<file path="src/rtl/core/gms_pkg.sv">
`default_nettype none

package gms_pkg;

   // counter and register widths
   localparam int CW    = 24;
   localparam int CFG_W = 24;
   localparam int CMP_W = (CW > CFG_W) ? CW : CFG_W;

   typedef logic [CW-1:0]    count_type;
   typedef logic [CMP_W-1:0] cmp_type;
   typedef logic [CFG_W-1:0] cfg_word_type;

   localparam count_type CNT_MAX = '1;

   // beat widths on the stream ports
   localparam int REQ_FIELDS_W = 13;
   localparam int REQ_DATA_W   = 16;
   localparam int RSP_FIELDS_W = 6;
   localparam int RSP_DATA_W   = 8;

   // command characters
   localparam logic [7:0] CMD_SHORT_OPEN = 8'h57; // W
   localparam logic [7:0] CMD_FULL_OPEN  = 8'h43; // C
   localparam logic [7:0] CMD_LIGHT      = 8'h4C; // L
   localparam logic [7:0] CMD_BUZZER     = 8'h42; // B
   localparam logic [7:0] CMD_CLOSE      = 8'h58; // X

   // register file
   localparam int CSR_AW = 4;
   localparam int CSR_DW = 32;

   typedef enum logic [1:0] {
      CSR_SETTLE     = 2'd0,
      CSR_PAUSE      = 2'd1,
      CSR_SHORT_OPEN = 2'd2,
      CSR_BLINK      = 2'd3
   } csr_reg_type;

   typedef enum logic [1:0] {
      PH_IDLE   = 2'd0,
      PH_SETTLE = 2'd1,
      PH_DRIVE  = 2'd2,
      PH_PAUSE  = 2'd3
   } phase_type;

   typedef enum logic [1:0] {
      KIND_CLOSE = 2'd0,
      KIND_FULL  = 2'd1,
      KIND_SHORT = 2'd2
   } kind_type;

   // one tick beat, first field in the highest bits
   typedef struct packed {
      logic [7:0] cmd_byte;
      logic       cmd_valid;
      logic       close_button;
      logic       open_button;
      logic       limit_closed;
      logic       limit_open;
   } tick_type;

   typedef struct packed {
      logic busy_res;
      logic buzzer_out;
      logic beacon;
      logic drive_close;
      logic drive_open;
      logic motor_on;
   } result_type;

   typedef struct packed {
      cfg_word_type settle_ticks;
      cfg_word_type pause_ticks;
      cfg_word_type short_open_ticks;
      cfg_word_type blink_ticks;
   } cfg_type;

   // saturating increment
   function automatic count_type bump(input count_type c);
      return (c == CNT_MAX) ? c : c + count_type'(1);
   endfunction

   // effective tick count: zero acts as one, clamp to the counter range
   function automatic cmp_type lim(input cfg_word_type v);
      cmp_type x;
      x = cmp_type'(v);
      if (x == cmp_type'(0)) begin
         x = cmp_type'(1);
      end
      if (x > cmp_type'(CNT_MAX)) begin
         x = cmp_type'(CNT_MAX);
      end
      return x;
   endfunction

   function automatic logic reached(input count_type c, input cfg_word_type v);
      return cmp_type'(c) >= lim(v);
   endfunction

endpackage

`default_nettype wire

</file>
<file path="src/rtl/core/gate_motor_sequencer.sv">
// Gate motor sequencer.
// Input stream req_*: one beat per tick with the limit switches, the two
// buttons and an optional command byte. Output stream rsp_*: one beat per
// tick with the motor, direction, beacon, buzzer and busy levels after it.
// Configuration through the csr_* port: settle, pause, short-open and blink
// tick counts at byte addresses 0, 4, 8 and 12; write only while idle.
// Path: a tick beat is captured in the input register and, once the result
// slot is free, stepped into the result register. Throughput: one beat per
// clock while rsp_tready stays high, set by the state update between the
// input register and the result register.
// Reset (synchronous) loads the default tick counts and starts the
// power-up close motion at its settle wait; both streams come up empty.
// When rsp_tready is low, the result beat is held, one more tick beat is
// taken into the input register, and then req_tready drops until the
// result beat is taken.
`default_nettype none

module gate_motor_sequencer (
   input  wire logic                              clock,
   input  wire logic                              reset,
   input  wire logic                              req_tvalid,
   output logic                                   req_tready,
   // bit 0 limit_open, 1 limit_closed, 2 open_button, 3 close_button,
   // 4 cmd_valid, 12:5 cmd_byte, 15:13 zero
   input  wire logic [gms_pkg::REQ_DATA_W-1:0]    req_tdata,
   output logic                                   rsp_tvalid,
   input  wire logic                              rsp_tready,
   // bit 0 motor_on, 1 drive_open, 2 drive_close, 3 beacon, 4 buzzer_out,
   // 5 busy_res, 7:6 zero
   output logic      [gms_pkg::RSP_DATA_W-1:0]    rsp_tdata,
   input  wire logic                              csr_psel,
   input  wire logic                              csr_penable,
   input  wire logic                              csr_pwrite,
   input  wire logic [gms_pkg::CSR_AW-1:0]        csr_paddr,
   input  wire logic [gms_pkg::CSR_DW-1:0]        csr_pwdata,
   output logic      [gms_pkg::CSR_DW-1:0]        csr_prdata,
   output logic                                   csr_pready
);
   import gms_pkg::*;

   logic       req_valid_ff, req_valid_in;
   tick_type   req_tick_ff;
   logic       rsp_valid_ff, rsp_valid_in;
   result_type rsp_data_ff;
   logic       out_free, step_en;
   cfg_type    cfg;
   result_type result;

   gms_csr u_csr (
      .clock       (clock),
      .reset       (reset),
      .csr_psel    (csr_psel),
      .csr_penable (csr_penable),
      .csr_pwrite  (csr_pwrite),
      .csr_paddr   (csr_paddr),
      .csr_pwdata  (csr_pwdata),
      .csr_prdata  (csr_prdata),
      .csr_pready  (csr_pready),
      .cfg         (cfg)
   );

   gms_seq u_seq (
      .clock   (clock),
      .reset   (reset),
      .step_en (step_en),
      .tick    (req_tick_ff),
      .cfg     (cfg),
      .result  (result)
   );

   // handshake: step when a tick is held and the result slot is free
   assign out_free   = !rsp_valid_ff || rsp_tready;
   assign step_en    = req_valid_ff && out_free;
   assign req_tready = !req_valid_ff || step_en;

   assign req_valid_in = (req_tvalid && req_tready) ? 1'b1 : (step_en ? 1'b0 : req_valid_ff);
   assign rsp_valid_in = step_en ? 1'b1 : (rsp_tready ? 1'b0 : rsp_valid_ff);

   always_ff @(posedge clock) begin
      if (reset) begin
         req_valid_ff <= 1'b0;
         rsp_valid_ff <= 1'b0;
      end else begin
         req_valid_ff <= req_valid_in;
         rsp_valid_ff <= rsp_valid_in;
      end
   end

   // capture the tick beat
   always_ff @(posedge clock) begin
      if (req_tvalid && req_tready) begin
         req_tick_ff <= tick_type'(req_tdata[REQ_FIELDS_W-1:0]);
      end
   end

   // hold the result beat
   always_ff @(posedge clock) begin
      if (step_en) begin
         rsp_data_ff <= result;
      end
   end

   assign rsp_tvalid = rsp_valid_ff;
   assign rsp_tdata  = RSP_DATA_W'(rsp_data_ff);

endmodule

`default_nettype wire

</file>
<file path="src/rtl/core/gms_csr.sv">
`default_nettype none

module gms_csr (
   input  wire logic                        clock,
   input  wire logic                        reset,
   input  wire logic                        csr_psel,
   input  wire logic                        csr_penable,
   input  wire logic                        csr_pwrite,
   input  wire logic [gms_pkg::CSR_AW-1:0]  csr_paddr,
   input  wire logic [gms_pkg::CSR_DW-1:0]  csr_pwdata,
   output logic      [gms_pkg::CSR_DW-1:0]  csr_prdata,
   output logic                             csr_pready,
   output gms_pkg::cfg_type                 cfg
);
   import gms_pkg::*;

   cfg_type     cfg_ff, cfg_in;
   logic        wr_en;
   csr_reg_type reg_sel;

   assign csr_pready = 1'b1;
   assign wr_en      = csr_psel & csr_penable & csr_pwrite & csr_pready;
   assign reg_sel    = csr_reg_type'(csr_paddr[3:2]);

   // write decode
   always_comb begin
      cfg_in = cfg_ff;
      if (wr_en) begin
         unique case (reg_sel)
            CSR_SETTLE:     cfg_in.settle_ticks     = csr_pwdata[CFG_W-1:0];
            CSR_PAUSE:      cfg_in.pause_ticks      = csr_pwdata[CFG_W-1:0];
            CSR_SHORT_OPEN: cfg_in.short_open_ticks = csr_pwdata[CFG_W-1:0];
            CSR_BLINK:      cfg_in.blink_ticks      = csr_pwdata[CFG_W-1:0];
            default:        cfg_in = cfg_ff;
         endcase
      end
   end

   always_ff @(posedge clock) begin
      if (reset) begin
         cfg_ff.settle_ticks     <= cfg_word_type'(1000);
         cfg_ff.pause_ticks      <= cfg_word_type'(500);
         cfg_ff.short_open_ticks <= cfg_word_type'(1000);
         cfg_ff.blink_ticks      <= cfg_word_type'(250);
      end else begin
         cfg_ff <= cfg_in;
      end
   end

   // read mux
   always_comb begin
      unique case (reg_sel)
         CSR_SETTLE:     csr_prdata = CSR_DW'(cfg_ff.settle_ticks);
         CSR_PAUSE:      csr_prdata = CSR_DW'(cfg_ff.pause_ticks);
         CSR_SHORT_OPEN: csr_prdata = CSR_DW'(cfg_ff.short_open_ticks);
         CSR_BLINK:      csr_prdata = CSR_DW'(cfg_ff.blink_ticks);
         default:        csr_prdata = '0;
      endcase
   end

   assign cfg = cfg_ff;

endmodule

`default_nettype wire

</file>
<file path="src/rtl/core/gms_seq.sv">
`default_nettype none

module gms_seq (
   input  wire logic          clock,
   input  wire logic          reset,
   input  wire logic          step_en,
   input  wire gms_pkg::tick_type tick,
   input  wire gms_pkg::cfg_type  cfg,
   output gms_pkg::result_type result
);
   import gms_pkg::*;

   phase_type phase_ff, phase_in;
   kind_type  kind_ff, kind_in;
   count_type phase_count_ff, phase_count_in;
   count_type blink_count_ff, blink_count_in;
   logic      motor_ff, motor_in;
   logic      dir_open_ff, dir_open_in;
   logic      dir_close_ff, dir_close_in;
   logic      beacon_ff, beacon_in;
   logic      buzzer_ff, buzzer_in;

   logic      cmd_short, cmd_full, cmd_close, cmd_light, cmd_buzz;
   logic      start, at_end, stop;
   kind_type  start_kind;
   count_type pc_bump, bc_bump;

   // idle command and button decode
   assign cmd_short = tick.cmd_valid && (tick.cmd_byte == CMD_SHORT_OPEN);
   assign cmd_full  = tick.cmd_valid && (tick.cmd_byte == CMD_FULL_OPEN);
   assign cmd_close = tick.cmd_valid && (tick.cmd_byte == CMD_CLOSE);
   assign cmd_light = tick.cmd_valid && (tick.cmd_byte == CMD_LIGHT);
   assign cmd_buzz  = tick.cmd_valid && (tick.cmd_byte == CMD_BUZZER);
   assign start     = cmd_short | cmd_full | cmd_close | tick.open_button | tick.close_button;

   always_comb begin
      if (cmd_short) begin
         start_kind = KIND_SHORT;
      end else if (cmd_full) begin
         start_kind = KIND_FULL;
      end else if (cmd_close) begin
         start_kind = KIND_CLOSE;
      end else if (tick.open_button) begin
         start_kind = KIND_FULL;
      end else begin
         start_kind = KIND_CLOSE;
      end
   end

   // drive end condition
   assign at_end = (kind_ff == KIND_CLOSE) ? tick.limit_closed : tick.limit_open;
   assign stop   = at_end | tick.open_button | tick.close_button |
                   ((kind_ff == KIND_SHORT) && reached(phase_count_ff, cfg.short_open_ticks));

   assign pc_bump = bump(phase_count_ff);
   assign bc_bump = bump(blink_count_ff);

   // next phase and motion kind
   always_comb begin
      phase_in = phase_ff;
      kind_in  = kind_ff;
      unique case (phase_ff)
         PH_IDLE: begin
            if (start) begin
               phase_in = PH_SETTLE;
               kind_in  = start_kind;
            end
         end
         PH_SETTLE: begin
            if (reached(pc_bump, cfg.settle_ticks)) begin
               phase_in = PH_DRIVE;
            end
         end
         PH_DRIVE: begin
            if (stop) begin
               phase_in = PH_PAUSE;
            end
         end
         PH_PAUSE: begin
            if (reached(pc_bump, cfg.pause_ticks)) begin
               phase_in = PH_IDLE;
            end
         end
         default: phase_in = phase_ff;
      endcase
   end

   // counters and output levels
   always_comb begin
      phase_count_in = phase_count_ff;
      blink_count_in = blink_count_ff;
      motor_in       = motor_ff;
      dir_open_in    = dir_open_ff;
      dir_close_in   = dir_close_ff;
      beacon_in      = beacon_ff;
      buzzer_in      = buzzer_ff;
      unique case (phase_ff)
         PH_IDLE: begin
            // light and buzzer toggles still apply when a button starts a motion
            beacon_in = beacon_ff ^ cmd_light;
            buzzer_in = buzzer_ff ^ cmd_buzz;
            if (start) begin
               phase_count_in = '0;
               blink_count_in = '0;
            end
         end
         PH_SETTLE: begin
            if (reached(pc_bump, cfg.settle_ticks)) begin
               phase_count_in = '0;
               blink_count_in = '0;
            end else begin
               phase_count_in = pc_bump;
            end
         end
         PH_DRIVE: begin
            if (stop) begin
               motor_in       = 1'b0;
               beacon_in      = 1'b0;
               buzzer_in      = 1'b0;
               phase_count_in = '0;
            end else begin
               motor_in       = 1'b1;
               dir_open_in    = (kind_ff != KIND_CLOSE);
               dir_close_in   = (kind_ff == KIND_CLOSE);
               phase_count_in = pc_bump;
               if (reached(bc_bump, cfg.blink_ticks)) begin
                  beacon_in      = ~beacon_ff;
                  buzzer_in      = ~buzzer_ff;
                  blink_count_in = '0;
               end else begin
                  blink_count_in = bc_bump;
               end
            end
         end
         PH_PAUSE: begin
            if (reached(pc_bump, cfg.pause_ticks)) begin
               phase_count_in = '0;
            end else begin
               phase_count_in = pc_bump;
            end
         end
         default: phase_count_in = phase_count_ff;
      endcase
   end

   // state advances once per tick beat
   always_ff @(posedge clock) begin
      if (reset) begin
         phase_ff       <= PH_SETTLE;
         kind_ff        <= KIND_CLOSE;
         phase_count_ff <= '0;
         blink_count_ff <= '0;
         motor_ff       <= 1'b0;
         dir_open_ff    <= 1'b0;
         dir_close_ff   <= 1'b0;
         beacon_ff      <= 1'b0;
         buzzer_ff      <= 1'b0;
      end else if (step_en) begin
         phase_ff       <= phase_in;
         kind_ff        <= kind_in;
         phase_count_ff <= phase_count_in;
         blink_count_ff <= blink_count_in;
         motor_ff       <= motor_in;
         dir_open_ff    <= dir_open_in;
         dir_close_ff   <= dir_close_in;
         beacon_ff      <= beacon_in;
         buzzer_ff      <= buzzer_in;
      end
   end

   // levels after this tick
   assign result.motor_on    = motor_in;
   assign result.drive_open  = dir_open_in;
   assign result.drive_close = dir_close_in;
   assign result.beacon      = beacon_in;
   assign result.buzzer_out  = buzzer_in;
   assign result.busy_res    = (phase_in != PH_IDLE);

endmodule

`default_nettype wire

</file>
<file path="config.mk">
export PLATFORM = sky130hd
export DESIGN_NAME = gate_motor_sequencer
export DESIGN_NICKNAME = d
export VERILOG_FILES = /design/src/rtl/core/gms_pkg.sv /design/src/rtl/core/gate_motor_sequencer.sv /design/src/rtl/core/gms_csr.sv /design/src/rtl/core/gms_seq.sv
export SDC_FILE = /design/constraint.sdc
export NUM_CORES = 1
export LEC_CHECK = 0
export BUFFER_PORTS_ARGS = -buffer_cell sky130_fd_sc_hd__buf_2
export CAP_MARGIN = 0
export CORE_MARGIN = 5
export CORE_UTILIZATION = 30
export CTS_BUF_LIST = sky130_fd_sc_hd__clkbuf_4 sky130_fd_sc_hd__clkbuf_8
export DETAILED_ROUTE_END_ITERATION = 8
export PLACE_DENSITY = 0.49
export SYNTH_ARGS = -nofsm -noshare
export SYNTH_HDL_FRONTEND = slang
export SYNTH_SLANG_ARGS = --single-unit
</file>
<file path="constraint.sdc">
create_clock -name clock -period 12.7 [get_ports clock]
set_input_delay 2.54 -clock clock [delete_from_list [all_inputs] [get_ports clock]]
set_output_delay 2.54 -clock clock [all_outputs]
set_load 0.02 [all_outputs]
</file>
# After elaboration in Yosys (flattened, before gate mapping)

Index checks and enable logic that the tools add are counted.

Bits in registers: 174
Latch bits: 0
Memory bits (writable): 0
Memory bits (read-only): 0
Input bits: 59
Output and inout bits: 43
Word-level logic and storage cells: 152
Memories: 0

Add/sub/neg operators: 2
Multiply operators: 0
Divide/modulo/power cells: 0
$lt $le $gt $ge: 8
Equality and inequality tests: 17
Shift-type cells: 0
Mux-type cells: 54
Bitwise gates (word level): 13
Reduce and logical (&&, ||, !) cells: 31

Operators with widths:

| cell                                           | number |
|---|---|
| two-way mux 24 bit                             | 25 |
| case mux 32 bit (4 select lines)               | 1 |
| greater-or-equal comparator 24 bit             | 4 |
| > comparator 24 bit (second input constant)    | 4 |
| logical NOT 24 bit                             | 4 |
| case mux 24 bit (4 select lines)               | 1 |
| case mux 24 bit (3 select lines)               | 1 |
| adder 24 x 1 -> 24 bit (second input constant) | 2 |
| == test 24 bit (second input constant)         | 2 |
| == test 8 x 7 -> 1 bit (second input constant) | 5 |
| two-way mux 1 bit                              | 16 |
| two-way mux 2 bit                              | 7 |
| == test 2 bit (second input constant)          | 5 |
| AND reduction 2 bit                            | 5 |
| logical AND 1 bit                              | 8 |
| case mux 2 bit (4 select lines)                | 1 |
| nonzero test 2 bit                             | 4 |
| OR 1 bit                                       | 7 |
| logical NOT 2 bit                              | 3 |
| AND reduction 5 bit                            | 1 |
| == test 2 x 1 -> 1 bit (second input constant) | 2 |
| != test 2 x 1 -> 1 bit (second input constant) | 2 |
| case mux 1 bit (2 select lines)                | 2 |
| AND reduction 3 bit                            | 1 |
| other kinds (7)                                | 12 |

# Logic depth before layout (Yosys ltp)

Gate-level depths: netlist of run 1.

Word-level depth: 17
Gate-level depth with buffers: 18
Gate-level depth less buffers: 17

# Hierarchy

Synthesis of run 1 repeated with hierarchy kept, for this count alone.

Cell total of the unflattened synthesis: 1261
Area, all modules: 11372.2 um^2

By module, submodules not included:

| module               | instances | cells an instance | area each (um^2) | seq. area each (um^2) |
|---|---|---|---|---|
| gms_seq              | 1         | 837               | 6165.9           | 1141.1 |
| gms_csr              | 1         | 392               | 4513.1           | 1921.8 |
| gate_motor_sequencer | 1         | 32                | 693.2            | 610.6 |

# Least setup slack after synthesis of run 1

Ideal clock, no wire load.

Path kind: input -> output
From: input port csr_paddr[3] (netlist bit)
To: output port csr_prdata[0] (netlist bit)
Arrival: 4128 ps
Required time: 10160 ps
Slack: 6032 ps
Stages on the path: 4
Buffers on the path: 3
Cells stage by stage: clkbuf_1 buf_1 buf_2 mux4_2

Cells in the longest elaborated chain, start to end: 2
Elaborated cells between the ends (all ways): 5
Classes of those cells: eq/ne (3); mux (1); reduce/logical (1)

Ends and longest elaborated chain:

| item                                  | RTL line                   | text |
|---|---|---|
| start: declaration                    | gate_motor_sequencer.sv:34 | `input wire logic [gms_pkg::CSR_AW-1:0] csr_paddr,` |
| == test 2 bit (tied with other cells) | gms_csr.sv:52              | `unique case (reg_sel)` |
| case mux 32 bit (4 select lines) *    | gms_csr.sv:52              |  |
| end: declaration                      | gate_motor_sequencer.sv:36 | `output logic [gms_pkg::CSR_DW-1:0] csr_prdata,` |

Mark *: on every way between the ends. The rest lies on a longest branch, timed or not. The select of a mux whose other input is x is not followed.

# Worst setup path in the final report of run 1

From: input port csr_paddr[2] (netlist bit)
To: output port csr_prdata[2] (netlist bit)

Same word-level chain as after synthesis.

==> results of run 1 <==
worst max-delay path: stages:
cell	delay (ns)
buf_2	0.68
mux4_2	0.67
buf_2	0.19
final cells by class:
type	instances	area, um2	area share
Multi-Input combinational cell	960	6410	0.537
Sequential cell	174	3670	0.308
Tap cell	461	577	0.0483
Inverter	119	447	0.0374
Timing Repair Buffer	85	445	0.0373
Clock buffer	18	241	0.0202
Clock inverter	13	153	0.0128
worst max path at each step:
| stage | endpoint | slack [ns] | depth (start not counted) |
|---|---|---|---|
| 2_1_floorplan | csr_prdata[0] | 6.03 | 4 |
| 3_3_place_gp | csr_prdata[2] | 6.05 | 3 |
| 3_5_place_dp | csr_prdata[2] | 6.04 | 3 |
| 4_1_cts | csr_prdata[2] | 6.04 | 3 |
| 5_1_grt | csr_prdata[2] | 5.97 | 3 |
| 6_report | csr_prdata[2] | 6.04 | 3 |
cells by family (layout without fill, tap and decap cells):
kind of cell	after synthesis	in the layout	synth area share
DFF	174	174	0.340
adders and majority gates	98	98	0.114
and+or+nand+nor	498	498	0.221
AOI/OAI and AO/OA	285	285	0.167
xor gates and xnor gates	35	35	0.0284
other	2	11	0.000696
muxes	33	33	0.0588
buffers and inverters	183	235	0.0699
layout by cell type, fill, tap and decap left out, drive strengths merged, types with 27 or more instances in the layout:
cell type and instances:
nor4 31, o21ai 43, a21oi 125, nand2 261
inv 123, nand3 49, dfxtp 155, nor2 54
buf 85, nand4 27, ha 98
routing by layer:
metal  track usage  up-vias
met3        0.0256       33
met4        0.0440        0
met5             0        -
met2         0.289      245
met1         0.247     4646
li1              -     4721
through the flow:
stage | util | hold WS [ns] | power, mW | std cells
2_1_floorplan | - | 0.450 | 0.644 | 1317
3_3_place_gp | 0.325 | 0.459 | 0.682 | 1799
3_5_place_dp | 0.325 | 0.468 | 0.683 | 1799
4_1_cts | 0.336 | 0.487 | 1.10 | 1830
5_1_grt | 0.336 | 0.509 | 1.13 | 1830
6_report | 0.336 | 0.487 | 1.09 | 1830
power groups by stage:
stage	logic, mW	registers (mW)	clock network [mW]
floorplan	0.0608	0.583	0
global placement	0.0941	0.588	0
detailed placement	0.0950	0.588	0
CTS	0.0952	0.575	0.428
global route	0.103	0.577	0.449
finish	0.0949	0.575	0.417
sequential cells by signal (all words and copies together), names as in the netlist:
signal / flops
u_seq.beacon_ff: 1
u_seq.motor_ff: 1
u_seq.phase_ff: 2
rsp_tdata: 6
req_tick_ff: 13
u_seq.dir_open_ff: 1
u_seq.phase_count_ff: 24
u_seq.buzzer_ff: 1
u_seq.dir_close_ff: 1
u_csr.cfg: 96
u_seq.blink_count_ff: 24
rsp_tvalid: 1
req_valid_ff: 1
u_seq.kind_ff: 2
==> results.sh, run 1 <==
export IMPL_status="completed"
export IMPL_worstSetupPathType="in2out"
export IMPL_crit_path_start="csr_paddr[2]"
export IMPL_gp_congestion=0.844
export IMPL_finalNetCount=1514
export IMPL_clkSlewWorstSetupHoldPaths_ns=0.10
export IMPL_wl_per_cell_um=19.3
export IMPL_design_area_mm2=0.0119
export IMPL_cts_buffers_inserted=17
export IMPL_synth_area_leaders="dfxtp_1, ha_1, nand2_1"
export IMPL_post_cts_buffers=0
export IMPL_grt_overflow=0
export IMPL_hold_buffers=0
export IMPL_via_count=9645
export IMPL_synth_cells=1308
export IMPL_required_ns=10.16
export IMPL_drv_slew=0
export IMPL_cts_root_buf="clkbuf_8"
export IMPL_r2r_end="u_seq.blink_count_ff[23]"
export IMPL_syn_to_final_growth_pct=10.7
export IMPL_power_per_cell_area_mw_per_mm2=91.0
export IMPL_synth_seq_cells=174
export IMPL_fp_dieH_um=200
export IMPL_grt_pass1_wl_mm=54.0
export IMPL_core_mm2=0.0356
export IMPL_p_seq_frac=0.529
export IMPL_power_frac_clock=0.384
export IMPL_grt_usage=0.177
export IMPL_worstSkewPairLatency_ns=0.50
export IMPL_worst_pin_slew_ns=1.15
export IMPL_endpoint_kind="primary output"
export IMPL_drt_met1_wl_mm=16.5
export IMPL_p_leak_nw=4.85
export IMPL_port_buffers=77
export IMPL_routed_wirelength_mm=35.4
export IMPL_synth_most_common_cell="nand2_1"
export IMPL_synth_common_cells="nand2_1, dfxtp_1, a21oi_1"
export IMPL_p_sw_frac=0.287
export IMPL_cts_tree="yes"
export IMPL_h_tree_depth=4
export IMPL_cp_arrival_ns=4.12
export IMPL_dp_hpwl_mm=27.0
export IMPL_place_ws_ns=6.04
export IMPL_diodes=0
export IMPL_die_area_mm2=0.0399
export IMPL_min_to="u_seq.dir_close_ff"
export IMPL_worstHoldStart="u_seq.dir_close_ff"
export IMPL_row_count=69
export IMPL_startpoint_type="primary input"
export IMPL_reg2reg_depth=15
export IMPL_start_util=0.303
export IMPL_drc=0
export IMPL_timing_final_ws_setup_ns=6.04
export IMPL_vdd_drop_max_mv=0.0581
export IMPL_ios=102
export IMPL_setup_viol=0
export IMPL_setup_tns_ns=0
export IMPL_clk_path_buf_depth=2
export IMPL_r2r_start="u_seq.blink_count_ff[3]"
export IMPL_yosysTopAreaCell="dfxtp_1"
export IMPL_postSynthAreaPerCell_um2=8.25
export IMPL_combPwrFrac=0.087
export IMPL_p_int_mw=0.775
export IMPL_min_path_cells=2
export IMPL_fillers=3755
export IMPL_synth_ff_type="dfxtp_1"
export IMPL_max_slew_margin=0.235
export IMPL_hold_violations=0
export IMPL_drive_gt1_frac=0.128
export IMPL_grt_max_degree=69
export IMPL_rsz0062_at_grt="no"
export IMPL_dr_pass1_iters=5
export IMPL_holdCritPathClass="reg2reg"
export IMPL_cts_resized=0
export IMPL_async_flop_share=0
export IMPL_max_freq_ghz=0.150
export IMPL_synth_edff_count=19
export IMPL_synth_top_area_frac=0.288
export IMPL_die_x_um=200
export IMPL_drtIter0Drc=725
export IMPL_place_area_mm2=0.0116
export IMPL_yosys_warnings=0
export IMPL_final_antenna_net_count=0
export IMPL_via_per_inst=5.27
export IMPL_path_max_fanout=32
export IMPL_wl_met2_mm=16.7
export IMPL_cts_sinks=174
export IMPL_grt_pass1_vias=9089
export IMPL_ys_seq_area_frac=0.340
export IMPL_top_layer_used="met4"
export IMPL_dr_wl_met3_mm=1.53
export IMPL_reg2reg_slack_ns=7.63
export IMPL_synth_cell_types=81
export IMPL_drv_cap=0
export IMPL_syn_area_mm2=0.0108
export IMPL_period_needed_ns=6.66
export IMPL_power_switching_mw=0.312
export IMPL_antenna_found_initial=0
export IMPL_finClkSkew_ns=0.0177
export IMPL_period_share=0.524
No activity file was read; power rests on OpenSTA's default activity.
==> run 2, diff against run 1 <==
PLACE_DENSITY = 0.51   (was 0.49)
clock period = 5.4 ns   (was 12.7 ns; I/O delays follow)
==> run 2 against run 1 <==
Compared with the run above: non-clock buffer count is 11 higher; die area stayed put; clock power up 140%; clock skew rose by 0.0023 ns; first-iteration DRC count decreased by 13%; highest routed layer is now met5; hold slack better by 0.0073 ns; utilization grew 0.25 points; critical path depth rose by 13; register-to-register slack worse by 7.1 ns; critical path type is now reg2reg; count of clock-buffer cells in the layout increased by 1; final area rose by 0.74%; cell count is 0.66% higher.
==> results.sh, run 2 (synthesized netlist as in run 1, its figures left out) <==
export IMPL_wl_per_cell_um=19.0
export IMPL_finClkSkew_ns=0.0200
export IMPL_period_share=0.906
export IMPL_hold_buffers=0
export IMPL_crit_path_start="u_seq.blink_count_ff[3]"
export IMPL_final_antenna_net_count=0
export IMPL_max_slew_margin=0.270
export IMPL_drc=0
export IMPL_status="completed"
export IMPL_drv_cap=0
export IMPL_die_area_mm2=0.0399
export IMPL_dr_pass1_iters=8
export IMPL_cp_arrival_ns=5.32
export IMPL_final_util=0.338
export IMPL_antenna_found_initial=1
export IMPL_rsz0062_at_grt="no"
export IMPL_post_cts_buffers=0
export IMPL_die_x_um=200
export IMPL_worst_pin_slew_ns=1.09
export IMPL_h_tree_depth=4
export IMPL_diodes=0
export IMPL_path_max_fanout=11
export IMPL_gp_congestion=0.903
export IMPL_setup_viol=0
export IMPL_fillers=3765
export IMPL_largest_reg_flops=96
export IMPL_drive_gt1_frac=0.135
export IMPL_port_buffers=77
export IMPL_max_freq_ghz=0.204
export IMPL_grt_pass1_wl_mm=53.7
export IMPL_start_util=0.303
export IMPL_syn_to_final_growth_pct=11.5
export IMPL_vdd_drop_max_mv=0.132
export IMPL_drv_slew=0
export IMPL_cts_tree="yes"
export IMPL_setup_tns_ns=0
export IMPL_startpoint_type="flip-flop"
export IMPL_worstHoldStart="u_csr.cfg[84]"
export IMPL_dp_hpwl_mm=26.8
export IMPL_period_needed_ns=4.89
export IMPL_power_per_cell_area_mw_per_mm2=213
export IMPL_ios=102
export IMPL_via_count=9685
export IMPL_r2r_start="u_seq.blink_count_ff[3]"
export IMPL_routed_wirelength_mm=35.0
export IMPL_worstSetupPathType="reg2reg"
export IMPL_cts_resized=0
export IMPL_cts_buffers_inserted=17
export IMPL_fp_dieH_um=200
export IMPL_worstSkewPairLatency_ns=0.50
export IMPL_grt_pass1_vias=9102
export IMPL_grt_overflow=0
export IMPL_via_per_inst=5.26
export IMPL_hold_violations=0
export IMPL_clkSlewWorstSetupHoldPaths_ns=0.11
export IMPL_total_power_mw=2.57
export IMPL_holdCritPathClass="reg2reg"
export IMPL_grt_usage=0.175
export IMPL_drtIter0Drc=629
export IMPL_reg2reg_slack_ns=0.51
export IMPL_grt_max_degree=82
export IMPL_layout_commonest_cell="nand2_1"
export IMPL_core_mm2=0.0356
export IMPL_clk_path_buf_depth=2
export IMPL_final_cell_mix="nand2_1, dfxtp_1, a21oi_1, inv_1, ha_1"
export IMPL_p_leak_nw=4.92
export IMPL_required_ns=5.83
export IMPL_endpoint_kind="flip-flop"
export IMPL_cts_root_buf="clkbuf_8"
export IMPL_cts_sinks=174
export IMPL_row_count=69
export IMPL_finalNetCount=1525
[run 2: changes by cell type in the layout (fill, tap and decap cells not counted)]
cell	change
inv_6	+4
inv_8	+2
clkinvlp_4	-2
clkinv_4	-3
buf_4	+11
bufinv_16	-1
clkbuf_4	-1
clkbuf_8	+2
[run 2: final timing paths]
kind	depth (start not counted)	endpoint
max	16	u_seq.blink_count_ff[13]
min	2	u_csr.cfg[84]
max reg2reg	16	u_seq.blink_count_ff[13]
min reg2reg	2	u_csr.cfg[84]
[run 2: area by class of cell]
class	instances	area, um2	area share
inverters	119	447	0.0371
well taps	461	577	0.0479
clock inverters	13	139	0.0115
flip-flops and latches	174	3670	0.305
clock buffers	19	262	0.0217
repair buffers	96	528	0.0439
multi-input cells	960	6410	0.533
[run 2: routing by layer]
| layer | wire, um | track usage |
|---|---|---|
| met4 | 485 | 0.0375 |
| met1 | 16300 | 0.242 |
| met2 | 16700 | 0.288 |
| met5 | 7 | 0 |
| met3 | 1570 | 0.0292 |
[run 2: critical path: stages, from the launching register on]
cell	delay [ns]
dfxtp_1	0.45
and4_1	0.32
and4_1	0.31
nand2_1	0.12
nor4_1	0.55
nand3_1	0.30
nor2_1	0.24
xor2_1	0.17
ha_1	0.26
nand3_1	0.14
nor3_1	0.07
a221o_1	0.36
or4b_4	0.52
nor3_2	0.18
and2b_1	0.48
a41oi_1	0.17
a31oi_1	0.16
[run 2: per-stage QoR]
stage / hold WS [ns] / cell area [um2] / instances / worst slack (ns)
finish: 0.494 / 12000 / 1842 / 0.508
global route: 0.519 / 12000 / 1842 / 0.0859
CTS: 0.497 / 12000 / 1842 / 0.482
detailed placement: 0.483 / 11600 / 1810 / 0.500
global placement: 0.459 / 11600 / 1810 / 0.555
floorplan: 0.450 / 10800 / 1317 / 1.38
[run 2: power by group]
part           internal, mW  total (mW)  switching, mW
sequential             1.33        1.35         0.0252
combinational        0.0736       0.228          0.155
clock                 0.411       0.986          0.575
